[src/rtl/fmmd_pkg.sv]
// Shared constants, command codes and types for the marker message deframer.
// No dependencies; every other file in rtl/ imports this package.
`default_nettype none

package fmmd_pkg;

    localparam int CAPACITY    = 64;
    localparam int IDX_W       = $clog2(CAPACITY);
    localparam int WORD_W      = 32;
    localparam int POS_W       = 6;
    localparam int QUEUE_DEPTH = 2;
    localparam int QPTR_W      = $clog2(QUEUE_DEPTH);
    localparam int QCNT_W      = $clog2(QUEUE_DEPTH + 1);

    // Marker patterns: +infinity opens a message, -infinity closes it
    localparam logic [WORD_W-1:0] START_MARK = 32'h7F80_0000;
    localparam logic [WORD_W-1:0] END_MARK   = 32'hFF80_0000;

    // Command kinds passed from front to back
    localparam logic [1:0] CMD_START = 2'd0;
    localparam logic [1:0] CMD_DATA  = 2'd1;
    localparam logic [1:0] CMD_END   = 2'd2;

    typedef struct packed {
        logic [1:0]        kind;
        logic [WORD_W-1:0] data;
    } cmd_t;

    function automatic logic [WORD_W-1:0] swap_bytes(input logic [WORD_W-1:0] w);
        return {w[7:0], w[15:8], w[23:16], w[31:24]};
    endfunction

endpackage

`default_nettype wire

[src/rtl/fmmd_front.sv]
// Front end: accepts words, tracks message framing, issues commands.
// Depends on fmmd_pkg; feeds fmmd_queue.
`default_nettype none

module fmmd_front
    import fmmd_pkg::*;
(
    input  wire logic              clk,
    input  wire logic              rst_n,
    input  wire logic              start,
    input  wire logic [WORD_W-1:0] word_in,
    input  wire logic              cfg_we,
    input  wire logic              cfg_wdata,
    input  wire logic              queue_full,
    output logic                   busy,
    output logic                   push,
    output cmd_t                   push_cmd
);

    logic receiving_reg;
    logic receiving_next;
    logic reverse_reg;
    logic accept;

    assign busy   = queue_full;
    assign accept = start && !busy;

    // Classify the word against the markers as received
    always_comb
    begin
        receiving_next = receiving_reg;
        push           = 1'b0;
        push_cmd.kind  = CMD_DATA;
        push_cmd.data  = reverse_reg ? swap_bytes(word_in) : word_in;
        if (accept)
        begin
            if (!receiving_reg)
            begin
                if (word_in == START_MARK)
                begin
                    receiving_next = 1'b1;
                    push           = 1'b1;
                    push_cmd.kind  = CMD_START;
                end
            end
            else if (word_in == END_MARK)
            begin
                receiving_next = 1'b0;
                push           = 1'b1;
                push_cmd.kind  = CMD_END;
            end
            else
            begin
                push = 1'b1;
            end
        end
    end

    // Hold framing state and the byte order setting
    always_ff @(posedge clk or negedge rst_n)
    begin
        if (!rst_n)
        begin
            receiving_reg <= 1'b0;
            reverse_reg   <= 1'b0;
        end
        else
        begin
            receiving_reg <= receiving_next;
            if (cfg_we)
            begin
                reverse_reg <= cfg_wdata;
            end
        end
    end

endmodule

`default_nettype wire

[src/rtl/fmmd_queue.sv]
// Short command queue between front and back ends.
// Depends on fmmd_pkg for cmd_t and the queue depth.
`default_nettype none

module fmmd_queue
    import fmmd_pkg::*;
(
    input  wire logic clk,
    input  wire logic rst_n,
    input  wire logic push,
    input  wire cmd_t push_cmd,
    input  wire logic pop,
    output cmd_t      head_cmd,
    output logic      full,
    output logic      empty
);

    cmd_t              slot_reg [QUEUE_DEPTH];
    logic [QPTR_W-1:0] wr_ptr_reg;
    logic [QPTR_W-1:0] rd_ptr_reg;
    logic [QCNT_W-1:0] count_reg;

    assign full     = (count_reg == QCNT_W'(QUEUE_DEPTH));
    assign empty    = (count_reg == '0);
    assign head_cmd = slot_reg[rd_ptr_reg];

    // Store pushed commands
    always_ff @(posedge clk)
    begin
        if (push && !full)
        begin
            slot_reg[wr_ptr_reg] <= push_cmd;
        end
    end

    // Advance pointers and count
    always_ff @(posedge clk or negedge rst_n)
    begin
        if (!rst_n)
        begin
            wr_ptr_reg <= '0;
            rd_ptr_reg <= '0;
            count_reg  <= '0;
        end
        else
        begin
            if (push && !full)
            begin
                wr_ptr_reg <= (wr_ptr_reg == QPTR_W'(QUEUE_DEPTH - 1)) ? '0
                                                                      : wr_ptr_reg + 1'b1;
            end
            if (pop && !empty)
            begin
                rd_ptr_reg <= (rd_ptr_reg == QPTR_W'(QUEUE_DEPTH - 1)) ? '0
                                                                      : rd_ptr_reg + 1'b1;
            end
            case ({push && !full, pop && !empty})
                2'b10:   count_reg <= count_reg + 1'b1;
                2'b01:   count_reg <= count_reg - 1'b1;
                default: count_reg <= count_reg;
            endcase
        end
    end

endmodule

`default_nettype wire

[src/rtl/fmmd_back.sv]
// Back end: message store, fill index and playout sequencer.
// Depends on fmmd_pkg; drains fmmd_queue and drives the result ports.
`default_nettype none

module fmmd_back
    import fmmd_pkg::*;
(
    input  wire logic              clk,
    input  wire logic              rst_n,
    input  wire cmd_t              head_cmd,
    input  wire logic              queue_empty,
    output logic                   pop,
    output logic                   result_valid,
    output logic [WORD_W-1:0]      word_out,
    output logic [POS_W-1:0]       word_position,
    output logic [POS_W-1:0]       message_length,
    output logic                   empty_message,
    output logic                   last_word
);

    localparam logic ST_IDLE = 1'b0;
    localparam logic ST_PLAY = 1'b1;

    logic [WORD_W-1:0] store_mem [CAPACITY];
    logic [WORD_W-1:0] rd_data_reg;

    logic              state_reg;
    logic              state_next;
    logic [IDX_W-1:0]  fill_reg;
    logic [IDX_W-1:0]  fill_next;
    logic [IDX_W-1:0]  len_reg;
    logic [IDX_W-1:0]  len_next;
    logic [IDX_W-1:0]  rd_idx_reg;
    logic [IDX_W-1:0]  rd_idx_next;
    logic [IDX_W-1:0]  rd_idx_inc;

    logic              wr_en;
    logic              rd_en;
    logic              play_last;

    logic              out_valid_reg, out_valid_next;
    logic [IDX_W-1:0]  out_pos_reg, out_pos_next;
    logic [IDX_W-1:0]  out_len_reg, out_len_next;
    logic              out_empty_reg, out_empty_next;
    logic              out_last_reg, out_last_next;

    assign rd_idx_inc = rd_idx_reg + IDX_W'(1);
    assign play_last  = (rd_idx_inc == len_reg);
    assign pop        = (state_reg == ST_IDLE) && !queue_empty;
    assign wr_en      = pop && (head_cmd.kind == CMD_DATA);
    assign rd_en      = (state_reg == ST_PLAY);

    // Carry out one command or one playout step per cycle
    always_comb
    begin
        state_next     = state_reg;
        fill_next      = fill_reg;
        len_next       = len_reg;
        rd_idx_next    = rd_idx_reg;
        out_valid_next = 1'b0;
        out_pos_next   = rd_idx_reg;
        out_len_next   = len_reg;
        out_empty_next = 1'b0;
        out_last_next  = 1'b0;
        case (state_reg)
            ST_IDLE:
            begin
                if (pop)
                begin
                    case (head_cmd.kind)
                        CMD_START:
                        begin
                            fill_next = '0;
                        end
                        CMD_DATA:
                        begin
                            if (fill_reg != IDX_W'(CAPACITY - 1))
                            begin
                                fill_next = fill_reg + IDX_W'(1);
                            end
                        end
                        CMD_END:
                        begin
                            if (fill_reg == '0)
                            begin
                                out_valid_next = 1'b1;
                                out_pos_next   = '0;
                                out_len_next   = '0;
                                out_empty_next = 1'b1;
                                out_last_next  = 1'b1;
                            end
                            else
                            begin
                                len_next    = fill_reg;
                                rd_idx_next = '0;
                                state_next  = ST_PLAY;
                            end
                        end
                        default:
                        begin
                            fill_next = fill_reg;
                        end
                    endcase
                end
            end
            ST_PLAY:
            begin
                out_valid_next = 1'b1;
                out_last_next  = play_last;
                if (play_last)
                begin
                    state_next = ST_IDLE;
                end
                else
                begin
                    rd_idx_next = rd_idx_inc;
                end
            end
            default:
            begin
                state_next = ST_IDLE;
            end
        endcase
    end

    // Write data words and read the store for playout
    always_ff @(posedge clk)
    begin
        if (wr_en)
        begin
            store_mem[fill_reg] <= head_cmd.data;
        end
        if (rd_en)
        begin
            rd_data_reg <= store_mem[rd_idx_reg];
        end
    end

    // Hold sequencer state
    always_ff @(posedge clk or negedge rst_n)
    begin
        if (!rst_n)
        begin
            state_reg     <= ST_IDLE;
            fill_reg      <= '0;
            len_reg       <= '0;
            rd_idx_reg    <= '0;
            out_valid_reg <= 1'b0;
        end
        else
        begin
            state_reg     <= state_next;
            fill_reg      <= fill_next;
            len_reg       <= len_next;
            rd_idx_reg    <= rd_idx_next;
            out_valid_reg <= out_valid_next;
        end
    end

    // Result fields, aligned with the registered store read
    always_ff @(posedge clk)
    begin
        out_pos_reg   <= out_pos_next;
        out_len_reg   <= out_len_next;
        out_empty_reg <= out_empty_next;
        out_last_reg  <= out_last_next;
    end

    assign result_valid   = out_valid_reg;
    assign word_out       = out_empty_reg ? '0 : rd_data_reg;
    assign word_position  = POS_W'(out_pos_reg);
    assign message_length = POS_W'(out_len_reg);
    assign empty_message  = out_empty_reg;
    assign last_word      = out_last_reg;

    // Checks on playout sequencing
    a_empty_is_last: assert property (@(posedge clk) disable iff (!rst_n)
        out_valid_reg && out_empty_reg |-> out_last_reg)
        else $error("empty message result not marked last");

    a_pos_in_range: assert property (@(posedge clk) disable iff (!rst_n)
        out_valid_reg && !out_empty_reg |-> out_pos_reg < out_len_reg)
        else $error("word position beyond message length");

    a_last_at_end: assert property (@(posedge clk) disable iff (!rst_n)
        out_valid_reg && out_last_reg && !out_empty_reg
        |-> out_pos_reg + IDX_W'(1) == out_len_reg)
        else $error("last mark not on final word");

    a_no_pop_in_play: assert property (@(posedge clk) disable iff (!rst_n)
        state_reg == ST_PLAY |-> !pop && !wr_en)
        else $error("command taken during playout");

endmodule

`default_nettype wire

[src/rtl/float_marker_message_deframer.sv]
// Top level of the float marker message deframer.
// Depends on fmmd_pkg, fmmd_front, fmmd_queue and fmmd_back.
//
// Words are taken on start while busy is low; the front end accepts one word
// per cycle and queues a command for the start marker, the end marker and
// each data word, so busy rises only when the two-entry command queue is full.
// The back end carries out one queued command per cycle while idle; an end
// marker for a non-empty message starts playout, during which no command is
// taken (one store read per cycle on its single read port), while an empty
// message gives a single result. Each result appears in the cycle after its store
// read, for exactly one cycle on result_valid, and cannot be held off. The store
// has no clearing pass after reset; playout reads only words written in the
// current message.
`default_nettype none

module float_marker_message_deframer
    import fmmd_pkg::*;
(
    input  wire logic              clk,
    input  wire logic              rst_n,
    input  wire logic              start,
    output logic                   busy,
    input  wire logic [WORD_W-1:0] word_in,
    input  wire logic              cfg_we,
    input  wire logic              cfg_wdata,
    output logic                   result_valid,
    output logic [WORD_W-1:0]      word_out,
    output logic [POS_W-1:0]       word_position,
    output logic [POS_W-1:0]       message_length,
    output logic                   empty_message,
    output logic                   last_word
);

    logic push;
    cmd_t push_cmd;
    logic pop;
    cmd_t head_cmd;
    logic queue_full;
    logic queue_empty;

    fmmd_front u_front (
        .clk        (clk),
        .rst_n      (rst_n),
        .start      (start),
        .word_in    (word_in),
        .cfg_we     (cfg_we),
        .cfg_wdata  (cfg_wdata),
        .queue_full (queue_full),
        .busy       (busy),
        .push       (push),
        .push_cmd   (push_cmd)
    );

    fmmd_queue u_queue (
        .clk      (clk),
        .rst_n    (rst_n),
        .push     (push),
        .push_cmd (push_cmd),
        .pop      (pop),
        .head_cmd (head_cmd),
        .full     (queue_full),
        .empty    (queue_empty)
    );

    fmmd_back u_back (
        .clk            (clk),
        .rst_n          (rst_n),
        .head_cmd       (head_cmd),
        .queue_empty    (queue_empty),
        .pop            (pop),
        .result_valid   (result_valid),
        .word_out       (word_out),
        .word_position  (word_position),
        .message_length (message_length),
        .empty_message  (empty_message),
        .last_word      (last_word)
    );

endmodule

`default_nettype wire
[config.mk]
export PLATFORM = sky130hd
export DESIGN_NAME = float_marker_message_deframer
export DESIGN_NICKNAME = d
export VERILOG_FILES = /design/src/rtl/fmmd_pkg.sv /design/src/rtl/fmmd_front.sv /design/src/rtl/fmmd_queue.sv /design/src/rtl/fmmd_back.sv /design/src/rtl/float_marker_message_deframer.sv
export SDC_FILE = /design/constraint.sdc
export NUM_CORES = 2
export LEC_CHECK = 0
export BUFFER_PORTS_ARGS = -buffer_cell sky130_fd_sc_hd__buf_4
export CORE_UTILIZATION = 60
export CTS_BUF_LIST = sky130_fd_sc_hd__clkbuf_4
export CTS_CLUSTER_SIZE = 30
export DETAILED_ROUTE_END_ITERATION = 10
export PLACE_DENSITY_LB_ADDON = 0.12
export SETUP_SLACK_MARGIN = 0.02
export SYNTH_ARGS = -nofsm -noshare
export SYNTH_HDL_FRONTEND = slang
export SYNTH_SLANG_ARGS = --single-unit
[constraint.sdc]
create_clock -name clk -period 5.7 [get_ports clk]
set_input_delay 0.285 -clock clk [delete_from_list [all_inputs] [get_ports clk]]
set_output_delay 0.285 -clock clk [all_outputs]
set_load 0.02 [all_outputs]
==> flow_summary.json <==
{
  "power_frac_comb_pct": 0.6,
  "final.setup_skew_ns": 0.08178,
  "grt_max_degree": 80,
  "fin_crit_sh_pct": 82.08,
  "status": "complete, but fails checks",
  "globalRoute.totalOverflow": 0,
  "cts.clk_slew.worst_paths_ns": 0.06,
  "tns_ns": 0,
  "rsz0062_at_grt": "no",
  "cts-hold-fix-buffers": 89,
  "clkPwrFrac_pct": 42.2,
  "placed_area_mm2": 0.08720,
  "gp_congestion": 0.8777,
  "worstPathRequired_ns": 6.84,
  "cp-start-kind": "flip-flop",
  "yosysWarnings": 0,
  "avgSynthCellArea_um2": 22.72,
  "drtIter0Drc": 5762,
  "cts_resized": 0,
  "fmax_mhz": 213.7,
  "maxCapViolations": 3,
  "ys_ff_latch": 2188,
  "worstPathMaxFanout": 41,
  "grt_pass1_wl_mm": 312.7,
  "grt_usage_pct": 31.96,
  "clock_sinks": 2188,
  "synth_cells": 3683,
  "wire_per_inst_um": 33.59,
  "area_growth_syn_to_layout_pct": 13.37,
  "power.density_mw_per_mm2": 321.0,
  "p_int_mw": 24.33,
  "die_y_um": 375.5,
  "synth_nets": 3724,
  "post_cts_buffers": 0,
  "core-area_mm2": 0.1380,
  "drc": 0,
  "vias": 43090,
  "final_max_slew_viol_count": 4,
  "die-area_mm2": 0.1410,
  "min_period_ns": 4.679,
  "finalInstanceArea_mm2": 0.09487,
  "setup_viol": 0,
  "power_switching_mw": 6.123,
  "worst-endpoint-arrival_ns": 5.81,
  "htreeDepth": 6,
  "yosysUniqueCellTypes": 51,
  "hold_viol_final": 0,
  "async_flop_share_pct": 1.188,
  "tightest_slew_ns": 1.576,
  "final_cell_mix": "edfxtp_1, clkbuf_4, mux4_2, buf_4, nand2_1",
  "power_frac_seq_pct": 57.2,
  "layout-drive-gt1-share_pct": 37.23,
  "die_width_um": 375.5,
  "initial_core_util_pct": 60.64,
  "synth-seq-area-share_pct": 78.19,
  "largest_reg_flops": 2048,
  "crit_type": "reg2reg",
  "boundaryPins": 85,
  "port_buffers": 84,
  "routed_via_density": 6.550,
  "clock_latency_ns": 1.35,
  "grt_pass1_vias": 44520,
  "ir_worst_vdd_mv": 0.2310,
  "violations": "capacitance limit, slew limit",
  "grt_antenna_before_repair": 15,
  "synth_edf_count": 2148,
  "end_kind": "flip-flop",
  "cts_inserted_buffers": 565,
  "final_common_cell": "edfxtp_1",
  "slew_headroom_pct": -5.701,
  "ant_nets": 0,
  "core.rowCount": 136,
  "dp_hpwl_mm": 121.1,
  "netSwitchingFraction_pct": 20.11,
  "hold_path.class": "in2reg",
  "nets": 4387,
  "synthFlopType": "edfxtp_1",
  "first_pass_iters": 6,
  "wirelength_mm": 220.9,
  "clock-root-buffer": "clkbuf_4",
  "clock_path_buffers": 4,
  "p_leak_nw": 29.97,
  "fillerInstances": 8636,
  "syn_area_mm2": 0.08368,
  "cts_tree": "yes"
}
[synth_stat cells, types with 2 or more instances]
| cell | instances | area (um2) |
|---|---|---|
| edfxtp_1 | 2148 | 64500 |
| mux4_2 | 539 | 12140 |
| nor2_1 | 95 | 356.6 |
| nand2_1 | 93 | 349.1 |
| o22ai_1 | 88 | 550.5 |
| clkbuf_1 | 75 | 281.5 |
| mux2i_1 | 75 | 750.7 |
| mux2_2 | 67 | 754.5 |
| a22oi_1 | 61 | 457.9 |
| buf_2 | 58 | 290.3 |
| nor2b_1 | 53 | 331.6 |
| buf_4 | 45 | 337.8 |
| a21oi_1 | 38 | 190.2 |
| a211oi_1 | 33 | 247.7 |
| a211o_1 | 28 | 245.2 |
| dfrtp_1 | 26 | 650.6 |
| nand3_1 | 19 | 95.09 |
| o21ai_0 | 16 | 80.08 |
| buf_1 | 14 | 52.55 |
| dfxtp_1 | 14 | 280.3 |
| xnor2_1 | 13 | 113.9 |
| inv_1 | 12 | 45.04 |
| buf_6 | 7 | 78.83 |
| xor2_1 | 6 | 52.55 |
| nor4_1 | 5 | 31.28 |
| and3_1 | 4 | 25.02 |
| ha_1 | 4 | 50.05 |
| nand3b_1 | 4 | 30.03 |
| nand4_1 | 4 | 25.02 |
| nor3_1 | 4 | 20.02 |
| a21o_1 | 3 | 22.52 |
| a31oi_1 | 3 | 18.77 |
| nand2b_1 | 3 | 18.77 |
| o22a_1 | 3 | 26.28 |
| or3_1 | 3 | 18.77 |
| a22o_1 | 2 | 17.52 |
| and2_1 | 2 | 12.51 |
| nor4b_1 | 2 | 17.52 |
| o21ai_1 | 2 | 10.01 |
[cell type report]
type                       instances  area, um2  share of cell area (%)
sequential                      2188      65450                   68.99
multi-input combinational       1284      17710                   18.67
clock buffer                     819       6148                   6.481
timing repair buffer             295       2585                   2.725
tap                             1863       2331                   2.457
clock inverter                   111      581.8                  0.6133
inverter                          12      50.05                 0.05275
antenna                            6      15.01                 0.01583
[worst paths after layout]
kind                                             startpoint                           endpoint  slack [ns]  cells past startpoint
max                        u_back.rd_idx_reg[2]$_DFFE_PN0P_    u_back.rd_data_reg[4]$_DFFE_PP_        1.02                      6
min                                                   start  u_queue.slot_reg[0][33]$_DFFE_PP_        0.16                      5
max reg2reg                u_back.rd_idx_reg[2]$_DFFE_PN0P_    u_back.rd_data_reg[4]$_DFFE_PP_        1.02                      6
min reg2reg                u_queue.count_reg[1]$_DFFE_PN0P_   u_queue.count_reg[1]$_DFFE_PN0P_        0.50                      1
max in group asynchronous                             rst_n      u_back.result_valid$_DFF_PN0_        4.94                      5
min in group asynchronous                             rst_n    u_front.reverse_reg$_DFFE_PN0P_        0.52                      5
[power by group through the flow]
stage | clock [mW] | sequential (mW) | combinational, mW
2_1_floorplan | 0 | 17.8 | 0.0553
3_3_place_gp | 0 | 17.8 | 0.105
3_5_place_dp | 0 | 17.8 | 0.110
4_1_cts | 13.0 | 17.4 | 0.166
5_1_grt | 13.9 | 17.4 | 0.182
6_report | 12.8 | 17.4 | 0.175
[worst max-delay path, stage by stage, from the launching register on]
cell	delay, ns
dfrtp_4	0.67
inv_6	0.63
buf_4	0.80
mux2i_1	0.27
a211oi_1	1.25
nand2_1	0.55
o22ai_1	0.24
[per-layer routing]
metal	wire (um)	up-vias	GRT usage, %
met4	8207	4	13.28
met2	107800	2740	50.31
met1	82150	22630	43.77
met3	22700	407	7.443
met5	27	-	0
li1	-	17310	-
[per-stage QoR]
stage                     utilization, %  std cells  worst slack [ns]  hold slack [ns]  total power [mW]
final                              68.75       6578             1.021           0.1589             30.45
after global routing               68.74       6576             1.021           0.1155             31.47
after CTS                          68.72       6571             1.118          0.01063             30.64
after detailed placement           63.19       5552             1.131           0.2265             17.89
after global placement             63.17       5552            0.7927           0.2199             17.88
after floorplan                        -       3683             2.201         -0.01059             17.82
[logic make-up (layout without fill, tap and decap cells)]
kind of cell	after synthesis	after routing	synth area share (%)
simple gates	297	297	1.646
other cells	0	6	0
flops	2188	2188	78.19
mux	681	681	16.31
buf+inv	211	1237	1.298
compound gates	283	283	2.300
fa+ha+maj	4	4	0.05981
xor+xnor	19	19	0.1989
No activity file was read; power rests on OpenSTA's default activity.
